[config.mk]
export PLATFORM = sky130hd
export DESIGN_NAME = edge_swipe_gesture_recognizer_core
export DESIGN_NICKNAME = d
export VERILOG_FILES = /design/src/design/eswg_pkg.sv /design/src/design/eswg_step.sv /design/src/design/edge_swipe_gesture_recognizer_core.sv
export SDC_FILE = /design/constraint.sdc
export NUM_CORES = 1
export LEC_CHECK = 0
export ABC_AREA = 1
export BUFFER_PORTS_ARGS = -buffer_cell sky130_fd_sc_hd__buf_2
export CORE_UTILIZATION = 40
export CTS_CLUSTER_DIAMETER = 100
export DETAILED_ROUTE_END_ITERATION = 10
export GPL_ROUTABILITY_DRIVEN = 1
export MAX_ROUTING_LAYER = met4
export PLACE_DENSITY = 0.61
export REMOVE_ABC_BUFFERS = 1
export SETUP_SLACK_MARGIN = 0.15
export SYNTH_ARGS = -nofsm -noshare
export SYNTH_HDL_FRONTEND = slang
export SYNTH_SLANG_ARGS = --single-unit
[constraint.sdc]
create_clock -name clk -period 8.4 [get_ports clk]
set_input_delay 0.42 -clock clk [delete_from_list [all_inputs] [get_ports clk]]
set_output_delay 0.42 -clock clk [all_outputs]
set_load 0.01 [all_outputs]
[src/design/eswg_pkg.sv]
// Shared types, codes and helper functions for the edge swipe recognizer.
package eswg_pkg;

  typedef enum logic [1:0] {
    REQ_DOWN = 2'd0,
    REQ_MOVE = 2'd1,
    REQ_UP   = 2'd2,
    REQ_TICK = 2'd3
  } req_t;

  localparam logic [1:0] CMD_NONE    = 2'd0;
  localparam logic [1:0] CMD_HOME    = 2'd1;
  localparam logic [1:0] CMD_RECENTS = 2'd2;

  localparam logic [2:0] REG_SCREEN_HEIGHT = 3'd0;
  localparam logic [2:0] REG_EDGE_BAND     = 3'd1;
  localparam logic [2:0] REG_HOME_TRAVEL   = 3'd2;
  localparam logic [2:0] REG_RECENTS_TRAVEL = 3'd3;
  localparam logic [2:0] REG_HOLD_TIME     = 3'd4;
  localparam logic [2:0] REG_COOLDOWN_TIME = 3'd5;

  typedef struct packed {
    logic [15:0] screen_height;
    logic [15:0] edge_band;
    logic [15:0] home_min_travel;
    logic [15:0] recents_min_travel;
    logic [15:0] hold_time_ms;
    logic [15:0] cooldown_time_ms;
  } cfg_t;

  typedef struct packed {
    logic        touch_active;
    logic        already_fired;
    logic        hold_pending;
    logic [15:0] start_x;
    logic [15:0] start_y;
    logic [15:0] latest_x;
    logic [15:0] latest_y;
    logic [31:0] hold_deadline;
    logic [31:0] cooldown_end;
  } state_t;

  typedef struct packed {
    logic [1:0] command;
    logic       hold_armed;
    logic       gesture_active;
  } result_t;

  typedef struct packed {
    logic signed [16:0] dy;  // upward travel, positive when finger moved up
    logic [15:0]        dx;  // magnitude of sideways travel
  } travel_t;

  function automatic travel_t calc_travel(input logic [15:0] sx, input logic [15:0] sy,
                                          input logic [15:0] lx, input logic [15:0] ly);
    travel_t            tr;
    logic signed [16:0] ddx;
    ddx   = $signed({1'b0, lx}) - $signed({1'b0, sx});
    tr.dy = $signed({1'b0, sy}) - $signed({1'b0, ly});
    tr.dx = ddx[16] ? 16'(-ddx) : ddx[15:0];
    return tr;
  endfunction

  function automatic logic [31:0] sat_add(input logic [31:0] a, input logic [15:0] b);
    logic [32:0] s;
    s = {1'b0, a} + {17'd0, b};
    return s[32] ? 32'hFFFF_FFFF : s[31:0];
  endfunction

endpackage

[src/design/eswg_step.sv]
// Next-state and result logic for one touch event.
module eswg_step (
  input  eswg_pkg::cfg_t    cfg,
  input  eswg_pkg::state_t  cur,
  input  logic [1:0]        req_type,
  input  logic [31:0]       time_ms,
  input  logic [15:0]       pos_x,
  input  logic [15:0]       pos_y,
  output eswg_pkg::state_t  nxt,
  output eswg_pkg::result_t res
);
  import eswg_pkg::*;

  travel_t            hold_tr;
  travel_t            rel_tr;
  state_t             mid;
  logic               hold_ready;
  logic               recents_hit;
  logic               in_band;
  logic               home_hit;
  logic signed [17:0] band_top;
  logic [1:0]         cmd;
  logic               armed;

  assign hold_tr  = calc_travel(cur.start_x, cur.start_y, cur.latest_x, cur.latest_y);
  assign rel_tr   = calc_travel(cur.start_x, cur.start_y, pos_x, pos_y);
  assign band_top = $signed({2'b00, cfg.screen_height}) - $signed({2'b00, cfg.edge_band});
  assign in_band  = $signed({2'b00, pos_y}) >= band_top;

  assign hold_ready = cur.touch_active && !cur.already_fired && cur.hold_pending &&
                      (time_ms >= cur.hold_deadline);
  assign recents_hit = hold_ready &&
                       ($signed({hold_tr.dy[16], hold_tr.dy}) >=
                        $signed({2'b00, cfg.recents_min_travel})) &&
                       ($signed({2'b00, hold_tr.dx}) <= $signed({hold_tr.dy[16], hold_tr.dy}));
  // dx * 2 <= dy
  assign home_hit = ($signed({rel_tr.dy[16], rel_tr.dy}) >=
                     $signed({2'b00, cfg.home_min_travel})) &&
                    ($signed({1'b0, rel_tr.dx, 1'b0}) <= $signed({rel_tr.dy[16], rel_tr.dy}));

  always_comb begin
    mid = cur;
    if (recents_hit) begin
      mid.already_fired = 1'b1;
      mid.hold_pending  = 1'b0;
      mid.cooldown_end  = sat_add(cur.hold_deadline, cfg.cooldown_time_ms);
    end
  end

  always_comb begin
    nxt   = mid;
    cmd   = recents_hit ? CMD_RECENTS : CMD_NONE;
    armed = 1'b0;
    unique case (req_t'(req_type))
      REQ_DOWN: begin
        if ((time_ms >= mid.cooldown_end) && in_band) begin
          nxt.touch_active  = 1'b1;
          nxt.already_fired = 1'b0;
          nxt.start_x       = pos_x;
          nxt.start_y       = pos_y;
          nxt.latest_x      = pos_x;
          nxt.latest_y      = pos_y;
          nxt.hold_deadline = sat_add(time_ms, cfg.hold_time_ms);
          nxt.hold_pending  = 1'b1;
          armed             = 1'b1;
        end
      end
      REQ_MOVE: begin
        if (mid.touch_active) begin
          nxt.latest_x = pos_x;
          nxt.latest_y = pos_y;
        end
      end
      REQ_UP: begin
        if (mid.touch_active) begin
          nxt.latest_x     = pos_x;
          nxt.latest_y     = pos_y;
          nxt.touch_active = 1'b0;
          nxt.hold_pending = 1'b0;
          if (!mid.already_fired && home_hit) begin
            nxt.cooldown_end = sat_add(time_ms, cfg.cooldown_time_ms);
            cmd              = CMD_HOME;
          end
        end
      end
      REQ_TICK: begin
      end
      default: begin
      end
    endcase
    res.command        = cmd;
    res.hold_armed     = armed;
    res.gesture_active = nxt.touch_active;
  end

endmodule

[src/design/edge_swipe_gesture_recognizer_core.sv]
// Top level of the bottom-edge swipe recognizer: config, input stage, state, result register.
//
//   channel | direction | handshake          | payload
//   --------+-----------+--------------------+------------------------------------------
//   in      | input     | in_valid/in_stall  | in_req_type, in_time_ms, in_pos_x, in_pos_y
//   out     | output    | out_valid/out_stall| out_command, out_hold_armed, out_gesture_active
//   cfg     | input     | cfg_we             | cfg_index, cfg_wdata
//
// One event per cycle while out_stall is low; an event passes the input register, then the
// output register, to out_valid. In the input register eswg_step evaluates it against the
// gesture state; state and result register load together when the staged event retires.
// A stalled result holds in the output register while the input register still takes
// one more event; in_stall rises only when both are full and out_stall is high.
// Synchronous active-low reset clears state and valids and loads the register defaults.
module edge_swipe_gesture_recognizer_core (
  input  logic        clk,
  input  logic        rst_n,
  // config write port
  input  logic        cfg_we,
  input  logic [2:0]  cfg_index,
  input  logic [15:0] cfg_wdata,
  // event input
  input  logic        in_valid,
  output logic        in_stall,
  input  logic [1:0]  in_req_type,
  input  logic [31:0] in_time_ms,
  input  logic [15:0] in_pos_x,
  input  logic [15:0] in_pos_y,
  // result output
  output logic        out_valid,
  input  logic        out_stall,
  output logic [1:0]  out_command,
  output logic        out_hold_armed,
  output logic        out_gesture_active
);
  import eswg_pkg::*;

  cfg_t        cfg_r;
  state_t      state_r;
  state_t      state_nxt;
  result_t     res_nxt;
  result_t     res_r;

  // input register
  logic        s1_valid_r;
  logic [1:0]  s1_req_r;
  logic [31:0] s1_time_r;
  logic [15:0] s1_x_r;
  logic [15:0] s1_y_r;

  logic        out_valid_r;
  logic        out_load;   // output register free for a new result
  logic        s1_move;    // the staged event retires this cycle
  logic        in_xfer;

  assign out_load = !out_valid_r || !out_stall;
  assign s1_move  = s1_valid_r && out_load;
  assign in_stall = s1_valid_r && !out_load;
  assign in_xfer  = in_valid && !in_stall;

  // config registers
  always_ff @(posedge clk) begin
    if (!rst_n) begin
      cfg_r.screen_height      <= 16'd2400;
      cfg_r.edge_band          <= 16'd144;
      cfg_r.home_min_travel    <= 16'd120;
      cfg_r.recents_min_travel <= 16'd40;
      cfg_r.hold_time_ms       <= 16'd350;
      cfg_r.cooldown_time_ms   <= 16'd500;
    end else if (cfg_we) begin
      unique case (cfg_index)
        REG_SCREEN_HEIGHT:  cfg_r.screen_height      <= cfg_wdata;
        REG_EDGE_BAND:      cfg_r.edge_band          <= cfg_wdata;
        REG_HOME_TRAVEL:    cfg_r.home_min_travel    <= cfg_wdata;
        REG_RECENTS_TRAVEL: cfg_r.recents_min_travel <= cfg_wdata;
        REG_HOLD_TIME:      cfg_r.hold_time_ms       <= cfg_wdata;
        REG_COOLDOWN_TIME:  cfg_r.cooldown_time_ms   <= cfg_wdata;
        default: begin
        end
      endcase
    end
  end

  // input stage: payload needs no reset
  always_ff @(posedge clk) begin
    if (!rst_n) begin
      s1_valid_r <= 1'b0;
    end else if (in_xfer) begin
      s1_valid_r <= 1'b1;
    end else if (s1_move) begin
      s1_valid_r <= 1'b0;
    end
  end

  always_ff @(posedge clk) begin
    if (in_xfer) begin
      s1_req_r  <= in_req_type;
      s1_time_r <= in_time_ms;
      s1_x_r    <= in_pos_x;
      s1_y_r    <= in_pos_y;
    end
  end

  eswg_step u_step (
    .cfg      (cfg_r),
    .cur      (state_r),
    .req_type (s1_req_r),
    .time_ms  (s1_time_r),
    .pos_x    (s1_x_r),
    .pos_y    (s1_y_r),
    .nxt      (state_nxt),
    .res      (res_nxt)
  );

  // gesture state advances only when the staged event retires
  always_ff @(posedge clk) begin
    if (!rst_n) begin
      state_r <= '0;
    end else if (s1_move) begin
      state_r <= state_nxt;
    end
  end

  always_ff @(posedge clk) begin
    if (!rst_n) begin
      out_valid_r <= 1'b0;
    end else if (out_load) begin
      out_valid_r <= s1_valid_r;
    end
  end

  always_ff @(posedge clk) begin
    if (s1_move) begin
      res_r <= res_nxt;
    end
  end

  assign out_valid          = out_valid_r;
  assign out_command        = res_r.command;
  assign out_hold_armed     = res_r.hold_armed;
  assign out_gesture_active = res_r.gesture_active;

  // an armed hold always belongs to a live touch
  a_pending_needs_touch: assert property (@(posedge clk) disable iff (!rst_n)
    state_r.hold_pending |-> state_r.touch_active)
    else $error("hold pending without active touch");

  // a starting down leaves the gesture active
  a_armed_active: assert property (@(posedge clk) disable iff (!rst_n)
    out_valid_r && res_r.hold_armed |-> res_r.gesture_active)
    else $error("hold armed but gesture inactive");

  // home fires only on release
  a_home_on_release: assert property (@(posedge clk) disable iff (!rst_n)
    out_valid_r && res_r.command == CMD_HOME |-> !res_r.gesture_active && !res_r.hold_armed)
    else $error("home fired while touch still active");

  // a retiring event always lands in the output register
  a_retire_lands: assert property (@(posedge clk) disable iff (!rst_n)
    s1_move |=> out_valid_r)
    else $error("retired event lost");

endmodule

# Word level (Yosys, flattened, before mapping)
# Cells that the tools add are included.
# totals
register_bits	299
input_bits	90
elab_cells	105
# classes
n_lt_le_gt_ge	7
mux	24
n_reduce_logical	31
n_eq_ne	9
n_addsub	10
# ops
op	n
$mux 32	8
$add 32x16->33	3
$mux 99	1
$sub 16x16->17	5
$ge 32x32->1	2
$pmux 32 s2	1
$ge 17x17->1	2
$mux 16	2
$neg 16->16	2
$ge 17x18->1	1
$le 18x17->1	1
$le 17x17->1	1
$reduce_and 2->1	6
$logic_and 1x1->1	11
$mux 2	5
$eq 3x2->1 const B	2
$eq 3x3->1 const B	2
$logic_not 1->1	6
$mux 1	5
$ne 2x1->1 const B	2
$pmux 1 s2	2
$reduce_and 4->1	1
$reduce_bool 2->1	2
$eq 3x1->1 const B	1
other kinds (7)	7

# Depth between registers and ports, before layout
# Gate-level depths: netlist of run 1.
# depth
depth_word	12
ltp_mapped	51
ltp_nobuf	50

# Cells and area by module
# A second synthesis of run 1 with hierarchy kept.
# unflattened
hier_cells	3957
area_unflattened_um2	25565.8
# by_module_without_submodules
module	instances	area_per_inst_um2	cells_each
eswg_step	1	15058.2	2776
edge_swipe_gesture_recognizer_core	1	10507.6	1181

# Worst setup path before layout of run 1
# No wires, ideal clock.
# synth_path
path_kind	reg-to-reg
startpoint	register state_r[115] (netlist name)
endpoint	register state_r[62] (netlist name)
period_less_slack_ns	5.890
path_stages_with_launch	46
path_slack_ns	2.510
t_arrival_ns	5.753
setup_ns	0.137
cell_sequence	dfxtp_1 -> inv_1 -> ha_1 -> a21oi_1 -> o21ai_1 -> nand2_1 -> nand2_1 -> a21oi_1 -> o21ai_1 -> nand2_1 -> inv_1 -> o21ai_1 -> nand2_1 -> a21oi_1 -> buf_2 -> nand2_1 -> xor2_1 -> ha_1 -> [... 10 more ...] -> nand2_1 -> nand4_1 -> buf_2 -> clkbuf_1 -> nand2_1 -> o21ai_0 -> ha_1 -> a21oi_1 -> o21ai_0 -> nand2_1 -> o211ai_1 -> a211o_1 -> nand2_1 -> nand3_1 -> nand4_1 -> clkbuf_1 -> clkbuf_1 -> a211oi_1
# synth_via
elab_chain_len	9
# synth_lines
item	line_no	rtl
from (decl)	edge_swipe_gesture_recognizer_core.sv:39	state_t state_r;
from (signal assigned)	edge_swipe_gesture_recognizer_core.sv:120	state_r <= state_nxt;
$sub 16x16->17 *	eswg_pkg.sv:58	ddx = $signed({1'b0, lx}) - $signed({1'b0, sx});
$neg 16->16	eswg_pkg.sv:60	tr.dx = ddx[16] ? 16'(-ddx) : ddx[15:0];
$mux 16 *	eswg_pkg.sv:60	
$le 17x17->1 *	eswg_step.sv:35	($signed({2'b00, hold_tr.dx}) <= $signed({hold_tr.dy[16], hold_tr.dy}));
$logic_and 1x1->1 *	eswg_step.sv:34	$signed({2'b00, cfg.recents_min_travel})) &&
$mux 32 *	eswg_step.sv:43	if (recents_hit) begin
$ge 32x32->1 *	eswg_step.sv:56	if ((time_ms >= mid.cooldown_end) && in_band) begin
$logic_and 1x1->1 *	eswg_step.sv:56	
$reduce_and 3->1 (no source line) *	n/a	
# Mark *: on every way between the ends. The rest lies on a longest branch, timed or not.
# A chain may end at the register's enable or synchronous reset.

# Worst setup path after layout of run 1
# layout_path
startpoint	register state_r[80] (netlist name)
endpoint	register state_r[63] (netlist name)
# The elaborated chain is that of the path after synthesis.

==> out/qor_table.md, run 1 <==
| Quantity | This run | Unit |
|---|---|---|
| CTS sink cnt | 299 | - |
| Die boundary height | 238 | um |
| Number of global-route vias before repair | 19,400 | - |
| Clock skew | 0.0216 | ns |
| Initial cell density of the core | 40.8 | % |
| Crit path top cell by count | sky130_fd_sc_hd__nand2_1 | - |
| Cells on worst reg2reg path | 47 | - |
| Cells after DPL | 3,907 | - |
| Path length in cells of the critical path | 47 | - |
| Via count | 20,400 | - |
| Syn_area_per_cell | 7.05 | um^2 |
| Number of flip-flops and latches in the synthesized netlist | 299 | - |
| Leakage power of the design | 11.8 | nW |
| Final cell count without fillers | 4,023 | - |
| Clk Tree Root Cell | sky130_fd_sc_hd__clkbuf_16 | - |
| Critical path endpoint category | flop | - |
| Total half-perimeter wirelength after legalization and detailed placement | 47,200 | um |
| Commonest cells after routing, fill and taps aside | 684 x sky130_fd_sc_hd__nand2_1, 414 x sky130_fd_sc_hd__inv_1, 315 x sky130_fd_sc_hd__a21oi_1 | - |
| Core Util, Final | 46.3 | % |
| Reg2reg start | state_r[80] | - |
| Final WS setup | 1.24 | ns |
| CP delay by family, top | simple AND/OR/NAND/NOR gates | - |
| Worst R2R End | state_r[63] | - |
| VDD IR-drop max | 0.133 | mV |
| Slew @ Worst Pin | 1.11 | ns |
| Setup repair after global routing missed its margin | false | - |
| Via/cell ratio | 5.08 | - |
| Critical path launch point | state_r[80] | - |
| Clock Path Buffers | 3 | - |
| Category of the most critical setup path | reg -> reg | - |
| Max-Cap Viols | 0 | - |
| Status | complete, no violations | - |
| Pre-CTS worst setup slack | 1.24 | ns |
| Wire length of the first global-routing pass | 104,000 | um |
| Largest area contributor in the netlist | sky130_fd_sc_hd__dfxtp_1 | - |
| DIE AREA | 0.0564 | mm^2 |
| Fin crit period | 7.16 | ns |
| Gates resized, CTS repair | 0 | - |
| Post-synth top area share | 20.7 | % |
| Most frequent standard cell in the layout excluding fill and tap cells | sky130_fd_sc_hd__nand2_1 | - |
| Remaining antenna violation count after routing | 0 | - |
| Capturing element of the worst setup path | state_r[63] | - |
| Largest net degree at the start of global routing | 112 | - |
| Insertion delay of the later-clocked pin in the worst-skew pair | 0.58 | ns |
| Sum of overflow across all layers after global routing | 0 | - |
| Worst-case headroom to the max-slew limit | 26.0 | % |
| Weighted congestion reported at the end of routability-driven placement | 0.958 | - |
| Synth area leaders | sky130_fd_sc_hd__dfxtp_1 21%, sky130_fd_sc_hd__ha_1 16%, sky130_fd_sc_hd__nand2_1 12% | - |
| Antenna cell count | 0 | - |
| Critical path buffer and inverter count | 8 | - |
| Overall track demand over capacity in global routing | 23.8 | % |
| Flop2flop setup slack | 1.24 | ns |
| Total wire length | 64,300 | um |
| Number of detailed-route iterations in the first pass | 5 | - |
| Die outline width | 238 | um |
| FFs w/ async S/R, synth | 0 | % |
| Total number of yosys warnings | 0 | - |
| Inserted Clock Buffers | 39 | - |
| Cell variety after synth | 50 | - |
| Final period utilization | 85.3 | % |
| TritonCTS clock tree | yes | - |
| Share of synthesized area occupied by flip-flops and latches | 30.1 | % |
| Maximum clock frequency | 0.140 | GHz |
| Count of buffers added by post-CTS timing repair for setup | 0 | - |
| Primary flip-flop cell chosen by synthesis mapping | sky130_fd_sc_hd__dfxtp_1 | - |
| Type of the worst min-delay path | in -> reg | - |
| Number of antenna violations at the first check in global routing | 0 | - |
| H-tree depth | 2 | - |
| Number of pins with negative max-slew slack in the final report | 0 | - |
| Post-CTS Hold Fix Bufs | 44 | - |
| Final-report setup violation count | 0 | - |
| Footprint of the multi-input gates | 0.0136 | mm^2 |
| Launching element type of the critical path | flop | - |
| Fraction of final layout cells with drive strength greater than 1 | 6.03 | % |
| Highest fanout seen on the critical path | 57 | - |
| Sequential cell area | 0.00669 | mm^2 |
| Worst EP required | 8.85 | ns |
| Number of flops mapped to enable cells by yosys | 70 | - |
| Register clock-pin slew on the reported worst setup and hold paths | 0.06 | ns |
| Number of cell rows | 85 | - |
| CP peak stage delay | 0.50 | ns |
| Endpoint arrival time on the critical path | 7.61 | ns |
| Slowest cell on crit path | sky130_fd_sc_hd__buf_4 | - |
| Final hold vios | 0 | - |
| PD cells | 190 | mW/mm^2 |
| Detailed Route Iter0 Violations | 1,391 | - |
| Cell area after technology mapping | 0.0222 | mm^2 |
| Remaining design rule violation count | 0 | - |
| Gate Count Post-Synth | 3,147 | - |
| Layout Nets | 3,627 | - |
| Routed WL per cell | 16.0 | um |
| IO buf count | 95 | - |
| Placeable core area | 0.0543 | mm^2 |
| Relative area change from synthesis to final layout | 13.5 | % |
| I/O pin cnt | 96 | - |
| Final-layout fill cell count | 5,604 | - |
## report_power, final
group          internal (mW)  switching [mW]  total [mW]
Clock                   1.06           0.720        1.78
Sequential              1.54          0.0588        1.59
Combinational          0.539           0.876        1.41
Total                   3.13            1.65        4.79
## cells in the mapped netlist (all sizes together) (11+ instances only)
cell type  number
a21boi         11
nor2          283
ha            276
xnor2          40
edfxtp         70
a21oi         316
o21bai         15
clkbuf         69
o211ai         15
nand3         168
inv           419
nand2         688
buf            23
nor4           11
nor3           36
dfxtp         229
xor2          100
o21ai         276
nand4          33
## layout make-up
class	count	area share (%)
Inverter	421	6.28
Clock inverter	17	0.865
Multi-Input combinational cell	2335	53.8
Tap cell	739	3.67
Timing Repair Buffer	157	4.23
Sequential cell	299	26.6
Clock buffer	55	4.56
## layer usage
metal	vias up	wire (um)	track usage (%)
met5	-	0	-
met4	0	1510	6.33
met3	100	3170	3.07
met2	413	27500	36.4
met1	9269	32100	33.0
li1	10600	-	-
## how the worst min path moves through the flow
stage | startpoint | endpoint | slack (ns) | cells after the start
after floorplan | cfg_r[80] | cfg_r[80] | 0.43 | 2
after global placement | cfg_r[91] | cfg_r[91] | 0.44 | 2
after detailed placement | cfg_r[85] | cfg_r[85] | 0.45 | 2
after CTS | in_time_ms[26] | s1_time_r[26] | 0.00003 | 1
after global routing | in_time_ms[23] | s1_time_r[23] | 0.002 | 1
final | in_pos_y[1] | s1_y_r[1] | 0.02 | 1
## flip-flops by register name, summed over array words and instances (netlist names)
| name | cells |
|---|---|
| state_r | 131 |
| cfg_r | 96 |
| s1_time_r | 32 |
| s1_x_r | 16 |
| s1_y_r | 16 |
| out_command | 2 |
| s1_req_r | 2 |
| out_gesture_active | 1 |
| out_hold_armed | 1 |
| out_valid | 1 |
| s1_valid_r | 1 |
## kinds of logic (layout without fill, tap and decap cells)
group	after synthesis	in the layout	synth area share [%]
compound gates	675	675	16.2
xor+xnor	140	140	5.52
fa+ha+maj	284	284	16.3
buf+inv	513	650	8.87
flops	299	299	30.1
simple gates	1236	1236	23.0
## stage by stage
stage / hold WS (ns) / total power, mW / TNS (ns) / cell area, um^2
finish: 0.0197 / 4.79 / 0 / 25200
global route: 0.00207 / 5.15 / 0 / 25200
CTS: 0.0000338 / 4.84 / 0 / 25200
detailed placement: 0.449 / 3.02 / 0 / 23400
global placement: 0.442 / 3.01 / 0 / 23400
floorplan: 0.433 / 2.65 / -14.61 / 21800
Note: power is estimated with default switching activity, not from simulation.
==> inputs of run 2 (changes only) <==
CORE_UTILIZATION = 35   (was 40)
PLACE_DENSITY = 0.55   (was 0.61)
==> run 2 against run 1 <==
First-iteration DRC count shrank 4.0%. Clock skew shrank 0.0027 ns. Combinational power about the same. Worst hold slack improved by 0.0093 ns. Final area is essentially flat. Fmax down 1.9%. Final cell count rose by 2.3%. Sequential power about the same. Critical path type unchanged. Largest cell class unchanged.
==> out/qor_table.md, run 2 (synthesis gave the netlist of run 1 again) <==
| Quantity | This run | Unit | vs previous |
|---|---|---|---|
| Status | complete, no violations | - |  |
| Routed WL per cell | 16.5 | um | +3.4% |
| Crit path top cell by count | sky130_fd_sc_hd__nand2_1 | - |  |
| Highest fanout seen on the critical path | 57 | - | unchanged |
| Total wire length | 68,100 | um | +5.8% |
| Accumulated negative setup slack | 0 | ns | unchanged |
| Die outline width | 254 | um | +6.8% |
| TritonCTS clock tree | yes | - |  |
| Number of detailed-route iterations in the first pass | 8 | - | +3 |
| Fin crit period | 7.30 | ns | +0.139 ns |
| Initial cell density of the core | 35.7 | % | -5.1 points |
| Via/cell ratio | 4.93 | - | -2.9% |
| Reg2reg start | state_r[113] | - |  |
| Endpoint arrival time on the critical path | 7.75 | ns | +0.14 ns |
| Clock skew | 0.0189 | ns | -0.00272 ns |
| PD cells | 186 | mW/mm^2 | -2.0% |
| Sum of overflow across all layers after global routing | 0 | - | unchanged |
| Remaining antenna violation count after routing | 0 | - | unchanged |
| Largest net degree at the start of global routing | 81 | - | -28% |
| Total half-perimeter wirelength after legalization and detailed placement | 50,800 | um | +7.7% |
| Wire length of the first global-routing pass | 107,000 | um | +3.5% |
| Number of global-route vias before repair | 19,200 | - | -0.98% |
| Commonest cells after routing, fill and taps aside | 684 x sky130_fd_sc_hd__nand2_1, 414 x sky130_fd_sc_hd__inv_1, 314 x sky130_fd_sc_hd__a21oi_1 | - |  |
| Setup repair after global routing missed its margin | false | - |  |
| Fraction of final layout cells with drive strength greater than 1 | 5.91 | % | -0.11 points |
| Flop2flop setup slack | 1.10 | ns | -0.14 ns |
| Overall track demand over capacity in global routing | 22.0 | % | -1.8 points |
| Number of antenna violations at the first check in global routing | 2 | - | +2 |
| Launching element type of the critical path | flop | - |  |
| Final-layout fill cell count | 6,615 | - | +18% |
| Weighted congestion reported at the end of routability-driven placement | 0.900 | - | -6.0% |
| Clock Path Buffers | 3 | - | unchanged |
| Number of pins with negative max-slew slack in the final report | 0 | - | unchanged |
| Worst R2R End | state_r[37] | - |  |
| Clk Tree Root Cell | sky130_fd_sc_hd__clkbuf_16 | - |  |
| Startpoint of the tightest hold check path | in_pos_x[1] | - |  |
| H-tree depth | 2 | - | unchanged |
| Type of the worst min-delay path | in -> reg | - |  |
| Register clock-pin slew on the reported worst setup and hold paths | 0.06 | ns | about the same |
| CTS sink cnt | 299 | - | unchanged |
| Count of buffers added by post-CTS timing repair for setup | 0 | - | unchanged |
| Cells after DPL | 4,005 | - | +2.5% |
| Critical path endpoint category | flop | - |  |
| Max-Cap Viols | 0 | - | unchanged |
| Slowest cell on crit path | sky130_fd_sc_hd__nor2_2 | - |  |
| Maximum clock frequency | 0.137 | GHz | -1.9% |
| Leakage power of the design | 11.8 | nW | -0.55% |
| Final hold vios | 0 | - | unchanged |
| Number of cells on the worst hold path | 1 | - | unchanged |
| DIE AREA | 0.0644 | mm^2 | +14% |
| Die boundary height | 254 | um | +6.8% |
| Cells on worst reg2reg path | 42 | - | -11% |
| Largest registers ranked by flip-flop count | state_r: 131 flops, cfg_r: 96 flops, s1_time_r: 32 flops | - |  |
| Final period utilization | 86.9 | % | +1.7 points |
| Register containing the most flip-flops in the final layout | state_r | - |  |
| Relative area change from synthesis to final layout | 13.4 | % | about the same |
| Worst EP required | 8.85 | ns | about the same |
| Worst-case headroom to the max-slew limit | 31.6 | % | +5.6 points |
| Most frequent standard cell in the layout excluding fill and tap cells | sky130_fd_sc_hd__nand2_1 | - |  |
| Final cell count without fillers | 4,117 | - | +2.3% |
| I/O pin cnt | 96 | - | unchanged |
| Category of the most critical setup path | reg -> reg | - |  |
| Antenna cell count | 0 | - | unchanged |
| Endpoint of the worst hold-timing path | s1_x_r[1] | - |  |
| Detailed Route Iter0 Violations | 1,335 | - | -4.0% |
| Placeable core area | 0.0622 | mm^2 | +14% |
| Inserted Clock Buffers | 39 | - | unchanged |
| IO buf count | 95 | - | unchanged |
| VDD IR-drop max | 0.131 | mV | -1.7% |
| Layout Nets | 3,623 | - | -0.11% |
| Final-report setup violation count | 0 | - | unchanged |
| Via count | 20,300 | - | -0.62% |
| Remaining design rule violation count | 0 | - | unchanged |
| Number of cell rows | 91 | - | +7.1% |
| CP peak stage delay | 0.51 | ns | about the same |
| Number of flip-flops in the largest register | 131 | - | unchanged |
| Insertion delay of the later-clocked pin in the worst-skew pair | 0.57 | ns | about the same |
| Slew @ Worst Pin | 1.02 | ns | -0.0830 ns |
[run 2: changes by cell type in the layout (fill, tap and decap cells not counted), moves of 2 or more]
| cell | delta |
|---|---|
| sky130_fd_sc_hd__clkbuf_8 | -5 |
| sky130_fd_sc_hd__clkinv_1 | +6 |
| sky130_fd_sc_hd__nor2_2 | +2 |
| sky130_fd_sc_hd__nor2_1 | -2 |
| sky130_fd_sc_hd__dlygate4sd3_1 | -4 |
| sky130_fd_sc_hd__clkbuf_16 | -2 |
| sky130_fd_sc_hd__clkinv_2 | +3 |
[run 2: final cells by class]
cell class	count	area [um^2]	share of cell area [%]
clock inverters	23	201	0.801
flip-flops and latches	299	6690	26.6
multi-input cells	2335	13600	53.9
inverters	421	1580	6.29
well taps	837	1050	4.16
clock buffers	49	1030	4.11
repair buffers	153	1040	4.13
[run 2: through the flow]
stage | hold WS (ns) | setup slack, ns | total power, mW | instance area (um^2) | utilization [%]
after global placement | 0.445 | 0.582 | 3.04 | 23500 | 37.8
after floorplan | 0.433 | -0.352 | 2.65 | 21800 | -
after global routing | 0.00432 | 0.285 | 5.03 | 25200 | 40.5
after detailed placement | 0.452 | 0.510 | 3.04 | 23500 | 37.8
final | 0.0290 | 1.10 | 4.69 | 25200 | 40.5
after CTS | 0.0000951 | 0.455 | 4.74 | 25100 | 40.5
[run 2: worst max path at each step]
stage,from,end,depth (start not counted)
floorplan,state_r[115],state_r[56],46
global placement,state_r[115],state_r[37],47
detailed placement,state_r[115],state_r[45],47
CTS,state_r[115],state_r[45],47
global route,state_r[113],state_r[35],41
finish,state_r[113],state_r[37],42
[run 2: timing repair]
action / CTS / global route
hold buffers: 40 / 0
hold endpoints to repair: 40 / 0
endpoints found under the setup margin: 0 / 98
gates resized for setup: 0 / 3
[run 2: critical path, delay by kind of cell, from the launching register on]
| kind | cells | cell delay, ns |
|---|---|---|
| buffers and inverters | 5 | 1.10 |
| xor gates and xnor gates | 2 | 0.51 |
| adders and majority gates | 3 | 0.91 |
| and+or+nand+nor | 26 | 3.25 |
| AOI/OAI and AO/OA | 6 | 1.02 |
| DFF | 1 | 0.35 |
[run 2: layer usage]
layer | GRT usage (%) | wire length, um | vias up
met5 | - | 0 | -
met4 | 4.73 | 1240 | 0
met3 | 2.78 | 2940 | 73
met2 | 34.0 | 29900 | 380
met1 | 30.4 | 34000 | 9226
li1 | - | - | 10600
[run 2: power breakdown]
group / switching, mW / total (mW) / internal [mW]
Clock: 0.688 / 1.66 / 0.967
Combinational: 0.902 / 1.44 / 0.537
Sequential: 0.0587 / 1.59 / 1.54
